### src/rtl/fcr_pkg.sv
// shared constants, handshake types and the crc-16 byte update for the frame responder
package fcr_pkg;

  // largest payload a received frame may carry
  localparam int MAX_PAYLOAD = 8;
  localparam int PAY_CNT_W   = $clog2(MAX_PAYLOAD + 1);

  // frame bytes
  localparam logic [7:0]  SOF_BYTE     = 8'hAA;
  localparam logic [7:0]  ID_TIME      = 8'h05;
  localparam logic [7:0]  ID_ACK       = 8'h81;
  localparam logic [7:0]  ID_NACK      = 8'h82;
  localparam logic [7:0]  ID_TIME_RESP = 8'h83;
  localparam logic [7:0]  ID_ACT_FIRST = 8'h01;
  localparam logic [7:0]  ID_ACT_LAST  = 8'h04;
  localparam logic [15:0] YEAR_BASE    = 16'd2000;

  // crc-16/modbus
  localparam logic [15:0] CRC_INIT = 16'hFFFF;
  localparam logic [15:0] CRC_POLY = 16'hA001;

  // response geometry
  localparam int          RESP_IDX_W     = 4;
  localparam logic [3:0]  RESP_LEN_SHORT = 4'd6;
  localparam logic [3:0]  RESP_LEN_TIME  = 4'd12;
  localparam logic [7:0]  PAY_LEN_SHORT  = 8'd1;
  localparam logic [7:0]  PAY_LEN_TIME   = 8'd7;

  // controller to datapath
  typedef struct packed {
    logic rx_take;    // request accepted on the input side
    logic resp_load;  // accepted byte completes a good frame
    logic tx_take;    // response byte accepted downstream
  } fcr_cmd_t;

  // datapath to controller
  typedef struct packed {
    logic frame_done; // current input byte would close a frame with matching crc
    logic resp_last;  // response byte on show is the final one
  } fcr_stat_t;

  // one byte through the reflected crc, bit by bit
  function automatic logic [15:0] crc_byte(input logic [15:0] crc_in, input logic [7:0] b);
    logic [15:0] c;
    c = crc_in ^ {8'h00, b};
    for (int k = 0; k < 8; k++) begin
      c = c[0] ? ((c >> 1) ^ CRC_POLY) : (c >> 1);
    end
    return c;
  endfunction

endpackage

### src/rtl/fcr_ctrl.sv
// controller: receive or transmit mode, drives the handshakes and datapath commands
module fcr_ctrl (
  input  logic             clk,
  input  logic             rst_n,
  input  logic             in_tvalid,
  output logic             in_tready,
  output logic             out_tvalid,
  input  logic             out_tready,
  input  fcr_pkg::fcr_stat_t stat,
  output fcr_pkg::fcr_cmd_t  cmd
);

  typedef enum logic [0:0] {ST_RX, ST_TX} state_t;

  state_t state_r, state_nxt;
  logic   in_tready_r, in_tready_nxt;
  logic   out_tvalid_r, out_tvalid_nxt;

  // commands follow the handshakes
  always_comb begin
    cmd.rx_take   = in_tvalid & in_tready_r;
    cmd.resp_load = cmd.rx_take & stat.frame_done;
    cmd.tx_take   = out_tvalid_r & out_tready;
  end

  // next state
  always_comb begin
    state_nxt = state_r;
    case (state_r)
      ST_RX: begin
        if (cmd.resp_load) state_nxt = ST_TX;
      end
      ST_TX: begin
        if (cmd.tx_take && stat.resp_last) state_nxt = ST_RX;
      end
      default: state_nxt = ST_RX;
    endcase
    in_tready_nxt  = (state_nxt == ST_RX);
    out_tvalid_nxt = (state_nxt == ST_TX);
  end

  // state and registered handshake outputs
  always_ff @(posedge clk) begin
    if (!rst_n) begin
      state_r      <= ST_RX;
      in_tready_r  <= 1'b1;
      out_tvalid_r <= 1'b0;
    end else begin
      state_r      <= state_nxt;
      in_tready_r  <= in_tready_nxt;
      out_tvalid_r <= out_tvalid_nxt;
    end
  end

  assign in_tready  = in_tready_r;
  assign out_tvalid = out_tvalid_r;

endmodule

### src/rtl/fcr_dp.sv
// datapath: frame parser, running crc, response byte builder with its own crc
module fcr_dp (
  input  logic              clk,
  input  logic              rst_n,
  input  fcr_pkg::fcr_cmd_t cmd,
  output fcr_pkg::fcr_stat_t stat,
  input  logic [7:0]        rx_data,
  input  logic [7:0]        year_offset,
  input  logic [3:0]        month_now,
  input  logic [4:0]        day_now,
  input  logic [4:0]        hour_now,
  input  logic [5:0]        minute_now,
  input  logic [5:0]        second_now,
  output logic [7:0]        tx_data,
  output logic              last_byte,
  output logic [2:0]        action
);

  typedef enum logic [2:0] {
    PH_SOF  = 3'd0,
    PH_ID   = 3'd1,
    PH_LEN  = 3'd2,
    PH_PAY  = 3'd3,
    PH_CRCH = 3'd4,
    PH_CRCL = 3'd5
  } phase_t;

  typedef enum logic [1:0] {RK_ACK, RK_NACK, RK_TIME} resp_kind_t;

  // receive side
  phase_t                        phase_r, phase_nxt;
  logic [7:0]                    frame_id_r, frame_id_nxt;
  logic [fcr_pkg::PAY_CNT_W-1:0] frame_len_r, frame_len_nxt;
  logic [fcr_pkg::PAY_CNT_W-1:0] pay_cnt_r, pay_cnt_nxt;
  logic [7:0]                    crc_hi_r, crc_hi_nxt;
  logic [15:0]                   run_crc_r, run_crc_nxt;
  logic [15:0]                   crc_upd;

  // transmit side
  resp_kind_t                     kind_r;
  logic [7:0]                     rid_r;
  logic [15:0]                    year_r;
  logic [3:0]                     mon_r;
  logic [4:0]                     day_r;
  logic [4:0]                     hr_r;
  logic [5:0]                     min_r;
  logic [5:0]                     sec_r;
  logic [fcr_pkg::RESP_IDX_W-1:0] idx_r;
  logic [15:0]                    tx_crc_r;
  logic [fcr_pkg::RESP_IDX_W-1:0] resp_len;
  logic [7:0]                     body_byte;

  assign crc_upd = fcr_pkg::crc_byte((phase_r == PH_ID) ? fcr_pkg::CRC_INIT : run_crc_r,
                                     rx_data);

  // good frame when the low crc byte completes a match
  assign stat.frame_done = (phase_r == PH_CRCL) && ({crc_hi_r, rx_data} == run_crc_r);

  // parser next state
  always_comb begin
    phase_nxt     = phase_r;
    frame_id_nxt  = frame_id_r;
    frame_len_nxt = frame_len_r;
    pay_cnt_nxt   = pay_cnt_r;
    crc_hi_nxt    = crc_hi_r;
    run_crc_nxt   = run_crc_r;
    case (phase_r)
      PH_ID: begin
        frame_id_nxt = rx_data;
        run_crc_nxt  = crc_upd;
        phase_nxt    = PH_LEN;
      end
      PH_LEN: begin
        frame_len_nxt = rx_data[fcr_pkg::PAY_CNT_W-1:0];
        pay_cnt_nxt   = '0;
        run_crc_nxt   = crc_upd;
        if (rx_data > 8'(fcr_pkg::MAX_PAYLOAD)) phase_nxt = PH_SOF;
        else if (rx_data != 8'd0) phase_nxt = PH_PAY;
        else phase_nxt = PH_CRCH;
      end
      PH_PAY: begin
        pay_cnt_nxt = pay_cnt_r + 1'b1;
        run_crc_nxt = crc_upd;
        if (pay_cnt_nxt >= frame_len_r) phase_nxt = PH_CRCH;
      end
      PH_CRCH: begin
        crc_hi_nxt = rx_data;
        phase_nxt  = PH_CRCL;
      end
      PH_CRCL: begin
        phase_nxt = PH_SOF;
      end
      default: begin
        phase_nxt = (rx_data == fcr_pkg::SOF_BYTE) ? PH_ID : PH_SOF;
      end
    endcase
  end

  // parser registers
  always_ff @(posedge clk) begin
    if (!rst_n) begin
      phase_r     <= PH_SOF;
      frame_id_r  <= '0;
      frame_len_r <= '0;
      pay_cnt_r   <= '0;
      crc_hi_r    <= '0;
      run_crc_r   <= fcr_pkg::CRC_INIT;
    end else if (cmd.rx_take) begin
      phase_r     <= phase_nxt;
      frame_id_r  <= frame_id_nxt;
      frame_len_r <= frame_len_nxt;
      pay_cnt_r   <= pay_cnt_nxt;
      crc_hi_r    <= crc_hi_nxt;
      run_crc_r   <= run_crc_nxt;
    end
  end

  // response contents, captured with the closing byte
  always_ff @(posedge clk) begin
    if (cmd.resp_load) begin
      rid_r  <= frame_id_r;
      year_r <= fcr_pkg::YEAR_BASE + {8'h00, year_offset};
      mon_r  <= month_now;
      day_r  <= day_now;
      hr_r   <= hour_now;
      min_r  <= minute_now;
      sec_r  <= second_now;
      if (frame_id_r == fcr_pkg::ID_TIME) kind_r <= RK_TIME;
      else if (frame_id_r >= fcr_pkg::ID_ACT_FIRST && frame_id_r <= fcr_pkg::ID_ACT_LAST)
        kind_r <= RK_ACK;
      else kind_r <= RK_NACK;
    end
  end

  assign resp_len = (kind_r == RK_TIME) ? fcr_pkg::RESP_LEN_TIME : fcr_pkg::RESP_LEN_SHORT;

  // header and body bytes by position
  always_comb begin
    case (idx_r)
      4'd0: body_byte = fcr_pkg::SOF_BYTE;
      4'd1: begin
        case (kind_r)
          RK_ACK:  body_byte = fcr_pkg::ID_ACK;
          RK_TIME: body_byte = fcr_pkg::ID_TIME_RESP;
          default: body_byte = fcr_pkg::ID_NACK;
        endcase
      end
      4'd2: body_byte = (kind_r == RK_TIME) ? fcr_pkg::PAY_LEN_TIME : fcr_pkg::PAY_LEN_SHORT;
      4'd3: body_byte = (kind_r == RK_TIME) ? year_r[15:8] : rid_r;
      4'd4: body_byte = year_r[7:0];
      4'd5: body_byte = {4'h0, mon_r};
      4'd6: body_byte = {3'h0, day_r};
      4'd7: body_byte = {3'h0, hr_r};
      4'd8: body_byte = {2'h0, min_r};
      4'd9: body_byte = {2'h0, sec_r};
      default: body_byte = 8'h00;
    endcase
  end

  // crc bytes close the frame
  always_comb begin
    if (idx_r == resp_len - 4'd2) tx_data = tx_crc_r[15:8];
    else if (idx_r == resp_len - 4'd1) tx_data = tx_crc_r[7:0];
    else tx_data = body_byte;
  end

  assign last_byte      = (idx_r == resp_len - 4'd1);
  assign stat.resp_last = last_byte;
  assign action         = (idx_r == 4'd0 && kind_r == RK_ACK) ? rid_r[2:0] : 3'd0;

  // byte position and transmit crc over id, length and payload
  always_ff @(posedge clk) begin
    if (!rst_n) begin
      idx_r    <= '0;
      tx_crc_r <= fcr_pkg::CRC_INIT;
    end else if (cmd.resp_load) begin
      idx_r    <= '0;
      tx_crc_r <= fcr_pkg::CRC_INIT;
    end else if (cmd.tx_take) begin
      idx_r <= idx_r + 1'b1;
      if (idx_r != 4'd0 && idx_r < resp_len - 4'd2)
        tx_crc_r <= fcr_pkg::crc_byte(tx_crc_r, body_byte);
    end
  end

endmodule

### src/rtl/framed_command_responder_top.sv
// top level of the framed command responder: controller plus datapath
//
// channel   direction  tdata fields (lsb up)                            side
// in_*      input      rx_data, year_offset, month, day, hour, min, sec -
// out_*     output     tx_data, action                                  tlast = last byte
//
// one received byte is taken per cycle while no response is pending; the parser
// and its crc update complete in that cycle. a good frame then sends 6 bytes
// (ack, nack) or 12 bytes (time), one per cycle at best, the sequencer stepping
// on each accepted byte; input is held off until the last byte leaves.
// reset: synchronous, active low, parser waits for a start byte.
// output stalls hold the byte on show steady.
module framed_command_responder_top (
  input  logic        clk,
  input  logic        rst_n,
  input  logic        in_tvalid,
  output logic        in_tready,
  // [7:0] rx_data, [15:8] year_offset, [19:16] month_now, [24:20] day_now,
  // [29:25] hour_now, [35:30] minute_now, [41:36] second_now, [47:42] zero
  input  logic [47:0] in_tdata,
  output logic        out_tvalid,
  input  logic        out_tready,
  // [7:0] tx_data, [10:8] action, [15:11] zero
  output logic [15:0] out_tdata,
  output logic        out_tlast
);

  fcr_pkg::fcr_cmd_t  cmd;
  fcr_pkg::fcr_stat_t stat;
  logic [7:0]         tx_data;
  logic [2:0]         action;

  // handshake control
  fcr_ctrl u_ctrl (
    .clk        (clk),
    .rst_n      (rst_n),
    .in_tvalid  (in_tvalid),
    .in_tready  (in_tready),
    .out_tvalid (out_tvalid),
    .out_tready (out_tready),
    .stat       (stat),
    .cmd        (cmd)
  );

  // parser and response builder
  fcr_dp u_dp (
    .clk         (clk),
    .rst_n       (rst_n),
    .cmd         (cmd),
    .stat        (stat),
    .rx_data     (in_tdata[7:0]),
    .year_offset (in_tdata[15:8]),
    .month_now   (in_tdata[19:16]),
    .day_now     (in_tdata[24:20]),
    .hour_now    (in_tdata[29:25]),
    .minute_now  (in_tdata[35:30]),
    .second_now  (in_tdata[41:36]),
    .tx_data     (tx_data),
    .last_byte   (out_tlast),
    .action      (action)
  );

  assign out_tdata = {5'b00000, action, tx_data};

endmodule

### config.mk
export PLATFORM = sky130hd
export DESIGN_NAME = framed_command_responder_top
export DESIGN_NICKNAME = d
export VERILOG_FILES = /design/src/rtl/fcr_pkg.sv /design/src/rtl/fcr_ctrl.sv /design/src/rtl/fcr_dp.sv /design/src/rtl/framed_command_responder_top.sv
export SDC_FILE = /design/constraint.sdc
export NUM_CORES = 1
export LEC_CHECK = 0
export BUFFER_PORTS_ARGS = -buffer_cell sky130_fd_sc_hd__clkbuf_2
export CELL_PAD_IN_SITES_DETAIL_PLACEMENT = 0
export CELL_PAD_IN_SITES_GLOBAL_PLACEMENT = 1
export CORE_UTILIZATION = 36
export CTS_BUF_LIST = sky130_fd_sc_hd__clkbuf_4 sky130_fd_sc_hd__clkbuf_8
export DETAILED_ROUTE_END_ITERATION = 12
export GPL_ROUTABILITY_DRIVEN = 0
export PLACE_DENSITY_LB_ADDON = 0.1
export SLEW_MARGIN = 20
export SYNTH_ARGS = -nofsm -noshare
export SYNTH_HDL_FRONTEND = slang
export SYNTH_HIERARCHICAL = 1
export SYNTH_SLANG_ARGS = --single-unit
### constraint.sdc
create_clock -name clk -period 3.16 [get_ports clk]
set_input_delay 0.316 -clock clk [delete_from_list [all_inputs] [get_ports clk]]
set_output_delay 0.316 -clock clk [all_outputs]
set_load 0.02 [all_outputs]
==> out/metrics.cfg, run 1 <==
[die]
die_h_um = 129
die_area_mm2 = 0.0167
dieWidth_um = 129
io_pins = 71
start_util_pct = 36.8
core-area_mm2 = 0.0159
rows = 46

[clock_network]
numCtsBuffers = 9
path_clk_slew_ns = 0.11
cts_sinks = 112
worst_skew_pair.late_latency_ns = 0.39
cts_tree = done
clockRootBuffer = clkbuf_8
htreeDepth = 3
cts_buffer_depth = 2

[logic_synthesis]
ys_seq_elements = 112
syn-cell-area_mm2 = 0.00584
ys_async_sr_fraction_pct = 0
synth_top_area_cell = edfxtp_1
synthCells = 572
ys_types = 73
yosys_warnings = 6
yosys-top-cells-area = edfxtp_1 (24%), dfxtp_1 (22%), xnor2_1 (6.3%), nand2_1 (4.2%), xor2_1 (3.9%)
synth_common_cells = dfxtp_1 (65), nand2_1 (65), edfxtp_1 (47)
syn_avg_cell_area_um2 = 10.2
synth_flop_cell = dfxtp_1
yosysSeqAreaShare_pct = 46.4
synth_edf_count = 47
synth.top_cell.area_share_pct = 24.1

[worst_setup_path]
worstPathCellList = inv_1 > ha_1 > buf_4 > and4b_1 > a31oi_1 > o2111ai_4 > xor2_2 > xnor3_1 > xor3_2 > nor4_2 > a221oi_2
r2r_start = u_dp/idx_r[0]
critPathMaxStageDelay_ns = 0.52
start_kind = flop
crit_path_top_delay_cell = xor3_2
worstRegToRegCells = 11
cp.buffers_inverters = 2
crit_path_end_kind = flop
reg2reg_slack_ns = 0.19
cpLargestDelayFamily = XOR/XNOR gates
setup.worst_path.class = flop to flop
crit_cells = 11
cp.arrival_ns = 3.23
critPathLaunch = u_dp/idx_r[0]
critPathRequiredTime_ns = 3.43
reg2reg_to = u_dp/tx_crc_r[15]
endpoint = u_dp/tx_crc_r[15]
path_max_fanout = 5

[sta]
hold_violations = 0
fmax_ghz = 0.337
skew_ns = 0.0179
setup_viol = 0
worst_pin_slew_ns = 0.629
fin_setup_tns_ns = 0
rsz0062_at_grt = no
finalCritPeriodShare_pct = 94.0
final-max-slew-violation-count = 0
slew_headroom_pct = 57.9
finalCriticalPeriod_ns = 2.97

[route]
ant_nets = 0
drtIter0Drc = 243
first_pass_iters = 4
wl_um = 13700
num_vias = 4168
via_per_inst = 4.91
drc = 0
wire_per_inst_um = 16.1

[grt]
grt_max_degree = 47
grt_overflow_total = 0
grt_pass1_wl_um = 21900
grt_pass1_vias = 4096
grtUsageTotal_pct = 17.3
grt_antenna_before_repair = 0

[layout]
layout-drive-gt1-share_pct = 19.9
area_growth_syn_to_layout_pct = 14.8
num-nets-final = 694
fin_cells = 849
diodes = 0

[power_and_ir_drop]
p_per_area_mw_per_mm2 = 405
power.total_mw = 2.72
vdd_ir_drop_max_uv = 203
p_leak_nw = 2.55

[status]
outcome = finished, final reports clean

[placed_design]
dp_hpwl_um = 9690
dp_cells = 832
io_buffers = 59

[hold_path]
hold_path_class = primary input to flop

[flow_run]
cap_viol_max_count = 0

[state kept, by name (all words and copies together), names as in the netlist, 5 cells and up]
name             count
u_dp/crc_hi_r        8
u_dp/day_r           5
u_dp/frame_id_r      8
u_dp/hr_r            5
u_dp/min_r           6
u_dp/rid_r           8
u_dp/run_crc_r      16
u_dp/sec_r           6
u_dp/tx_crc_r       16
u_dp/year_r         11
[timing repair]
item / in CTS / in global routing
resized for setup: 0 / 5
endpoints found under the setup margin: 0 / 2
hold buffers: 0 / 0
setup buffers: 0 / 1
[cells in the final DEF, fill, tap and decap left out, drive strengths merged, types with 15 or more instances in the layout]
cell type   n
a21boi     15
a21oi      17
buf        26
clkbuf     68
dfxtp      65
edfxtp     47
mux2i      19
nand2      66
nor2       30
nor2b      17
o211ai     21
o21ai      20
xnor2      44
xor2       27
[metal layers]
metal | vias to the layer above | routed length, um | GRT usage [%]
met5 | - | 0 | 0
met4 | 0 | 166 | 5.54
met3 | 14 | 430 | 3.30
met2 | 70 | 6880 | 30.4
met1 | 1979 | 6230 | 21.4
li1 | 2105 | - | -
[worst min path at each step]
stage | start | end | slack [ns] | cells after the start
2_1_floorplan | rst_n | u_ctrl/in_tready | 0.39 | 1
3_3_place_gp | u_dp/frame_id_r[6] | u_dp/rid_r[6] | 0.44 | 0
4_1_cts | in_tdata[35] | u_dp/min_r[5] | 0.07 | 1
5_1_grt | in_tdata[11] | u_dp/year_r[3] | 0.07 | 1
3_5_place_dp | u_dp/frame_id_r[6] | u_dp/rid_r[6] | 0.44 | 0
6_report | in_tdata[35] | u_dp/min_r[5] | 0.1 | 1
[final cells by class]
class,count,area (um2)
Multi-Input combinational cell,405,2900
Tap cell,216,270
Inverter,15,61.3
Clock inverter,7,110
Sequential cell,112,2720
Timing Repair Buffer,85,528
Clock buffer,9,124
Fill cell,1616,9180
[cell families after synthesis]
kind of cell	Yosys count	synth area share (%)
and+or+nand+nor	178	15.7
AOI/OAI and AO/OA	113	14.1
DFF	112	46.4
xor gates and xnor gates	75	12.6
buffers and inverters	59	4.60
muxes	19	3.25
adders and majority gates	15	3.17
other	1	0.0642
[report_power, final]
part / switching [mW] / leakage, nW / internal, mW / total [mW]
logic: 0.102 / 1.50 / 0.0855 / 0.187
registers: 0.0112 / 0.930 / 1.51 / 1.52
clock network: 0.487 / 0.114 / 0.520 / 1.01
[worst register-to-register path, delay by kind of cell (launching register included)]
kind	cells	cell delay [ns]
fa+ha+maj	1	0.27
compound gates	3	0.51
simple gates	2	0.45
xor+xnor	3	1.00
flops	1	0.38
buf+inv	2	0.26
[per-stage QoR]
step                worst slack [ns]  instance area (um2)  util [%]  hold slack (ns)
floorplan                      0.297                 5860         -            0.388
global placement               0.146                 6450      40.6            0.438
detailed placement            0.0216                 6450      40.6            0.439
CTS                           0.0105                 6680      42.1           0.0706
global route                  0.0326                 6710      42.2           0.0698
finish                         0.191                 6710      42.2           0.0992
Power figures use the tool's default switching activity.
==> run 2, diff against run 1 <==
--- a/config.mk
+++ b/config.mk
@@ -5,6 +5,7 @@
 export SDC_FILE = /design/constraint.sdc
 export NUM_CORES = 1
 export LEC_CHECK = 0
+export ABC_AREA = 1
 export BUFFER_PORTS_ARGS = -buffer_cell sky130_fd_sc_hd__clkbuf_2
 export CELL_PAD_IN_SITES_DETAIL_PLACEMENT = 0
 export CELL_PAD_IN_SITES_GLOBAL_PLACEMENT = 1
==> out/metrics.cfg, run 2 <==
[status]
outcome = finished, final reports clean

[sta]
worst_pin_slew_ns = 0.915  ; +0.285 ns
finalCriticalPeriod_ns = 2.92  ; -0.0470 ns
hold_violations = 0  ; unchanged
finalCritPeriodShare_pct = 92.5  ; -1.5 points
final-max-slew-violation-count = 0  ; unchanged
finalWorstSetupSlack_ns = 0.238  ; +0.0470 ns
fmax_ghz = 0.342  ; +1.6%
setup_viol = 0  ; unchanged
rsz0062_at_grt = no
slew_headroom_pct = 38.8  ; -19 points
fin_setup_tns_ns = 0  ; unchanged
skew_ns = 0.00811  ; -0.00980 ns
holdWs_ns = 0.100  ; +0.000987 ns

[logic_synthesis]
ys_async_sr_fraction_pct = 0  ; unchanged
yosys-top-cells-area = edfxtp_1 (24%), dfxtp_1 (22%), nand2_1 (9.8%), inv_1 (4.6%), a21oi_1 (4.0%)
synth_flop_cell = dfxtp_1
synth_top_area_cell = edfxtp_1
yosysSeqAreaShare_pct = 45.3  ; -1.1 points
ys_seq_elements = 112  ; unchanged
syn_avg_cell_area_um2 = 8.32  ; -19%
synth_edf_count = 47  ; unchanged
syn-cell-area_mm2 = 0.00599  ; +2.5%
ys_types = 53  ; -27%
yosys.cell_count.top_type = nand2_1
synthCells = 720  ; +26%
yosys_warnings = 6  ; unchanged
synth.top_cell.area_share_pct = 23.6  ; -0.58 points
synth_common_cells = nand2_1 (156), inv_1 (74), dfxtp_1 (65)

[die]
core-area_mm2 = 0.0161  ; +1.1%
dieWidth_um = 131  ; +1.2%
die_area_mm2 = 0.0172  ; +2.4%
start_util_pct = 37.3  ; +0.50 points
rows = 46  ; unchanged
die_h_um = 131  ; +1.2%
io_pins = 71  ; unchanged

[layout]
layout-drive-gt1-share_pct = 18.4  ; -1.5 points
final_common_cell = nand2_1
seqCellArea_mm2 = 0.00271  ; about the same
final_util_pct = 41.8  ; -0.42 points
multi_input_area_mm2 = 0.00282  ; -2.8%
design_area_mm2 = 0.00671  ; about the same
num-fill-cells = 1647  ; +1.9%
area_growth_syn_to_layout_pct = 12.1
reg_top3 = u_dp/run_crc_r x16, u_dp/tx_crc_r x16, u_dp/year_r x11
diodes = 0  ; unchanged
num-nets-final = 850  ; +22%
layout_common_cells = nand2_1 (155), inv_1 (71), dfxtp_1 (65)
fin_cells = 1005  ; +18%

[worst_setup_path]
crit_path_end_kind = output pin
path_max_fanout = 8  ; +3
reg2reg_to = u_dp/tx_crc_r[0]
setup.worst_path.class = flop to output pin
worstRegToRegCells = 19  ; +8
cp.arrival_ns = 2.61  ; -0.62 ns
start_kind = flop
r2r_start = u_dp/idx_r[0]
critPathRequiredTime_ns = 2.84  ; -0.59 ns
reg2reg_slack_ns = 0.38  ; +0.19 ns

[clock_network]
clockRootBuffer = clkbuf_8
cts_tree = done
cts_sinks = 112  ; unchanged
path_clk_slew_ns = 0.10  ; about the same
numCtsBuffers = 9  ; unchanged
htreeDepth = 3  ; unchanged
worst_skew_pair.late_latency_ns = 0.39  ; about the same
cts_buffer_depth = 2  ; unchanged

[route]
drtIter0Drc = 271  ; +12%
drc = 0  ; unchanged
ant_nets = 0  ; unchanged
wl_um = 15500  ; +13%
via_per_inst = 5.04  ; +2.6%
num_vias = 5062  ; +21%
wire_per_inst_um = 15.4  ; -4.5%
first_pass_iters = 5  ; +1

[power_and_ir_drop]
p_leak_nw = 2.85  ; +12%
vdd_ir_drop_max_uv = 218  ; +7.4%
power.total_mw = 2.69  ; -0.91%
p_per_area_mw_per_mm2 = 401  ; -1.0%

[placed_design]
io_buffers = 59  ; unchanged
dp_hpwl_um = 11600  ; +20%
dp_slack_ns = 0.297  ; +0.275 ns
dp_cells = 987  ; +19%
place_area_mm2 = 0.00651  ; +0.95%

[grt]
grt_overflow_total = 0  ; unchanged
grt_pass1_wl_um = 25200  ; +15%
grt_antenna_before_repair = 0  ; unchanged
grtUsageTotal_pct = 19.6  ; +2.3 points
grt_pass1_vias = 4944  ; +21%
grt_max_degree = 48  ; +2.1%

[hold_path]
hold_path_class = primary input to flop
min_path_cells = 1  ; unchanged
hp-start = in_tdata[17]
hold_end = u_dp/mon_r[1]

[flow_run]
cap_viol_max_count = 0  ; unchanged

[run 2: power by group]
group          internal [mW]  leakage [nW]  switching, mW  total, mW
Combinational          0.117          1.81          0.196      0.313
Sequential              1.53         0.961         0.0257       1.56
Clock                  0.301        0.0857          0.517      0.818
Total                   1.95          2.85          0.739       2.69
[run 2: layout make-up]
cell class	instances	share of cell area (%)
flip-flops and latches	112	40.4
well taps	216	4.03
clock buffers	10	1.96
inverters	81	4.64
clock inverters	6	0.652
repair buffers	75	6.37
multi-input cells	505	41.9
[run 2: repair_timing]
item	CTS	global route
pin swaps	0	2
setup buffers	0	2
hold buffers	0	0
gates resized for setup	2	3
endpoints found under the setup margin	8	3
[run 2: kinds of logic (layout without fill, tap and decap cells)]
kind of cell | after synthesis | after routing | synth area share, %
xor gates and xnor gates | 20 | 20 | 3.80
adders and majority gates | 14 | 14 | 2.93
other | 1 | 5 | 0.0626
buffers and inverters | 107 | 172 | 8.09
and+or+nand+nor | 327 | 327 | 25.8
DFF | 112 | 112 | 45.3
AOI/OAI and AO/OA | 139 | 139 | 14.1
[run 2: worst max path at each step]
| stage | slack (ns) | end | start |
|---|---|---|---|
| detailed placement | 0.30 | out_tdata[3] | u_dp/kind_r[0] |
| finish | 0.24 | out_tdata[3] | u_dp/kind_r[0] |
| global route | 0.03 | out_tdata[2] | u_dp/idx_r[0] |
| floorplan | 0.32 | u_dp/idx_r[3] | u_dp/run_crc_r[8] |
| global placement | 0.27 | out_tdata[3] | u_dp/kind_r[0] |
| CTS | 0.09 | out_tdata[3] | u_dp/kind_r[0] |
[run 2: critical path, cell delays in order, from the launching register on]
cell and delay [ns]:
edfxtp_1 0.43, inv_2 0.13, nand2_2 0.12, ha_1 0.32, nand2_1 0.06, inv_1 0.06, nand2_2 0.11, nor2_4 0.21
clkinvlp_4 0.25, o211ai_1 0.31, clkbuf_2 0.22
[run 2: per-layer routing]
layer  wire length (um)  up-vias  share of wire [%]  global-route usage, %
met5                  0        -                  0                      0
met4                287        0                1.9                   5.27
met3                633       22                4.1                   3.95
met2               7860       98                 51                   35.4
met1               6710     2370                 43                   23.5
li1                   -     2572                  -                      -
==> run 3, diff against run 2 <==
--- a/config.mk
+++ b/config.mk
@@ -7,13 +7,10 @@
 export LEC_CHECK = 0
 export ABC_AREA = 1
 export BUFFER_PORTS_ARGS = -buffer_cell sky130_fd_sc_hd__clkbuf_2
-export CELL_PAD_IN_SITES_DETAIL_PLACEMENT = 0
-export CELL_PAD_IN_SITES_GLOBAL_PLACEMENT = 1
 export CORE_UTILIZATION = 36
 export CTS_BUF_LIST = sky130_fd_sc_hd__clkbuf_4 sky130_fd_sc_hd__clkbuf_8
 export DETAILED_ROUTE_END_ITERATION = 12
 export GPL_ROUTABILITY_DRIVEN = 0
-export PLACE_DENSITY_LB_ADDON = 0.1
 export SLEW_MARGIN = 20
 export SYNTH_ARGS = -nofsm -noshare
 export SYNTH_HDL_FRONTEND = slang
==> out/metrics.cfg, run 3 (synthesis results as in run 2) <==
[route]
first_pass_iters = 5  ; unchanged
ant_nets = 0  ; unchanged
wire_per_inst_um = 14.2  ; -8.1%
drtIter0Drc = 359  ; +32%
via_per_inst = 4.96  ; -1.5%
wl_um = 14200  ; -8.5%
num_vias = 4968  ; -1.9%
drc = 0  ; unchanged

[layout]
num-nets-final = 846  ; -0.47%
layout_common_cells = nand2_1 (156), inv_1 (73), dfxtp_1 (65)
final_common_cell = nand2_1
area_growth_syn_to_layout_pct = 12.7
num-fill-cells = 1631  ; -0.97%
layout-drive-gt1-share_pct = 17.7  ; -0.67 points
seqCellArea_mm2 = 0.00271  ; unchanged
multi_input_area_mm2 = 0.00281  ; -0.27%
diodes = 0  ; unchanged
reg_top3 = u_dp/run_crc_r x16, u_dp/tx_crc_r x16, u_dp/year_r x11

[sta]
rsz0062_at_grt = no
slew_headroom_pct = 41.2  ; +2.4 points
setup_viol = 0  ; unchanged
fin_setup_tns_ns = 0  ; unchanged
finalCriticalPeriod_ns = 2.91  ; -0.00807 ns
finalWorstSetupSlack_ns = 0.246  ; +0.00807 ns
final-max-slew-violation-count = 0  ; unchanged
fmax_ghz = 0.343  ; +0.28%
worst_pin_slew_ns = 0.878  ; -0.0363 ns
finalCritPeriodShare_pct = 92.2  ; -0.26 points
skew_ns = 0.0119  ; +0.00383 ns
hold_violations = 0  ; unchanged

[worst_setup_path]
setup.worst_path.class = flop to output pin
cp.arrival_ns = 2.60  ; about the same
crit_path_end_kind = output pin
critPathRequiredTime_ns = 2.84  ; about the same
path_max_fanout = 8  ; unchanged
worstRegToRegCells = 19  ; unchanged
start_kind = flop

[clock_network]
cts_tree = done
cts_setup_buffers = 0  ; unchanged
worst_skew_pair.late_latency_ns = 0.39  ; about the same
path_clk_slew_ns = 0.11  ; about the same
numCtsBuffers = 9  ; unchanged
cts_buffer_depth = 2  ; unchanged
cts_sinks = 112  ; unchanged
cts.hold.buffers_added = 0  ; unchanged
htreeDepth = 3  ; unchanged
clockRootBuffer = clkbuf_8

[power_and_ir_drop]
vdd_ir_drop_max_uv = 250  ; +15%
p_per_area_mw_per_mm2 = 433  ; +8.0%
p_leak_nw = 2.87  ; +0.64%

[grt]
grt_pass1_vias = 4526  ; -8.5%
grt_pass1_wl_um = 22800  ; -9.4%
grt_overflow_total = 0  ; unchanged
grt_antenna_before_repair = 0  ; unchanged
grtUsageTotal_pct = 17.5  ; -2.1 points
grt_max_degree = 48  ; unchanged

[die]
die_h_um = 131  ; unchanged
dieWidth_um = 131  ; unchanged
io_pins = 71  ; unchanged
core-area_mm2 = 0.0161  ; unchanged
start_util_pct = 37.3  ; unchanged
rows = 46  ; unchanged
die_area_mm2 = 0.0172  ; unchanged

[hold_path]
hold_path_class = primary input to flop
min_path_cells = 1  ; unchanged

[placed_design]
io_buffers = 59  ; unchanged
dp_hpwl_um = 10600  ; -8.4%
dp_slack_ns = 0.334  ; +0.0375 ns

[status]
outcome = finished, final reports clean

[flow_run]
cap_viol_max_count = 0  ; unchanged

run 3: changes by cell type in the layout (fill, tap and decap cells not counted), moves of 2 or more:
cell,delta
clkinvlp_4,-3
clkinv_4,+2
bufinv_16,+3
inv_1,+2
buf_4,-4
run 3: power breakdown:
part	internal, mW	switching, mW	leakage, nW	total (mW)
Clock	0.538	0.520	0.126	1.06
Combinational	0.117	0.188	1.78	0.305
Sequential	1.53	0.0251	0.961	1.56
Total	2.19	0.734	2.87	2.92
run 3: path summary, 6_finish.rpt:
path | startpoint | end | slack [ns]
max | u_dp/kind_r[0] | out_tdata[3] | 0.25
min | in_tdata[25] | u_dp/hr_r[0] | 0.09
max reg2reg | u_dp/idx_r[0] | u_dp/tx_crc_r[0] | 0.42
min reg2reg | u_dp/frame_id_r[0] | u_dp/rid_r[0] | 0.47
run 3: per-stage QoR:
stage	total power [mW]	utilization [%]	hold slack [ns]	std cells	area [um2]
2_1_floorplan	1.81	-	0.400	724	6010
3_3_place_gp	1.90	40.4	0.444	985	6490
3_5_place_dp	1.90	40.4	0.446	985	6490
4_1_cts	2.96	42.0	0.0733	1001	6750
5_1_grt	3.05	42.0	0.0753	1001	6750
6_report	2.92	42.0	0.0913	1001	6750
run 3: cell type report:
type	instances	area share, %
Timing Repair Buffer	71	5.90
Tap cell	216	4.00
Sequential cell	112	40.2
Inverter	81	4.56
Clock inverter	7	1.89
Clock buffer	9	1.84
Multi-Input combinational cell	505	41.6
run 3: layer usage:
metal  track usage [%]  routed length (um)  share of wire, %
met1              22.1                6510                46
met4              5.07                 228               1.6
met2              30.1                6970                49
met5                 0                   0                 0
met3              3.42                 468               3.3
run 3: timing repair:
item | 4_1_cts | 5_1_grt
resized for setup | 0 | 1
endpoints found under the hold margin | 0 | 0
endpoints found under the setup margin | 0 | 2
run 3: worst max-delay path: stages (launching register included):
cell,delay [ns]
edfxtp_1,0.41
inv_1,0.17
nand2_2,0.15
ha_1,0.32
nand2_1,0.06
inv_1,0.05
nand2_1,0.06
nor2_2,0.21
inv_1,0.23
o211ai_1,0.32
clkbuf_2,0.23
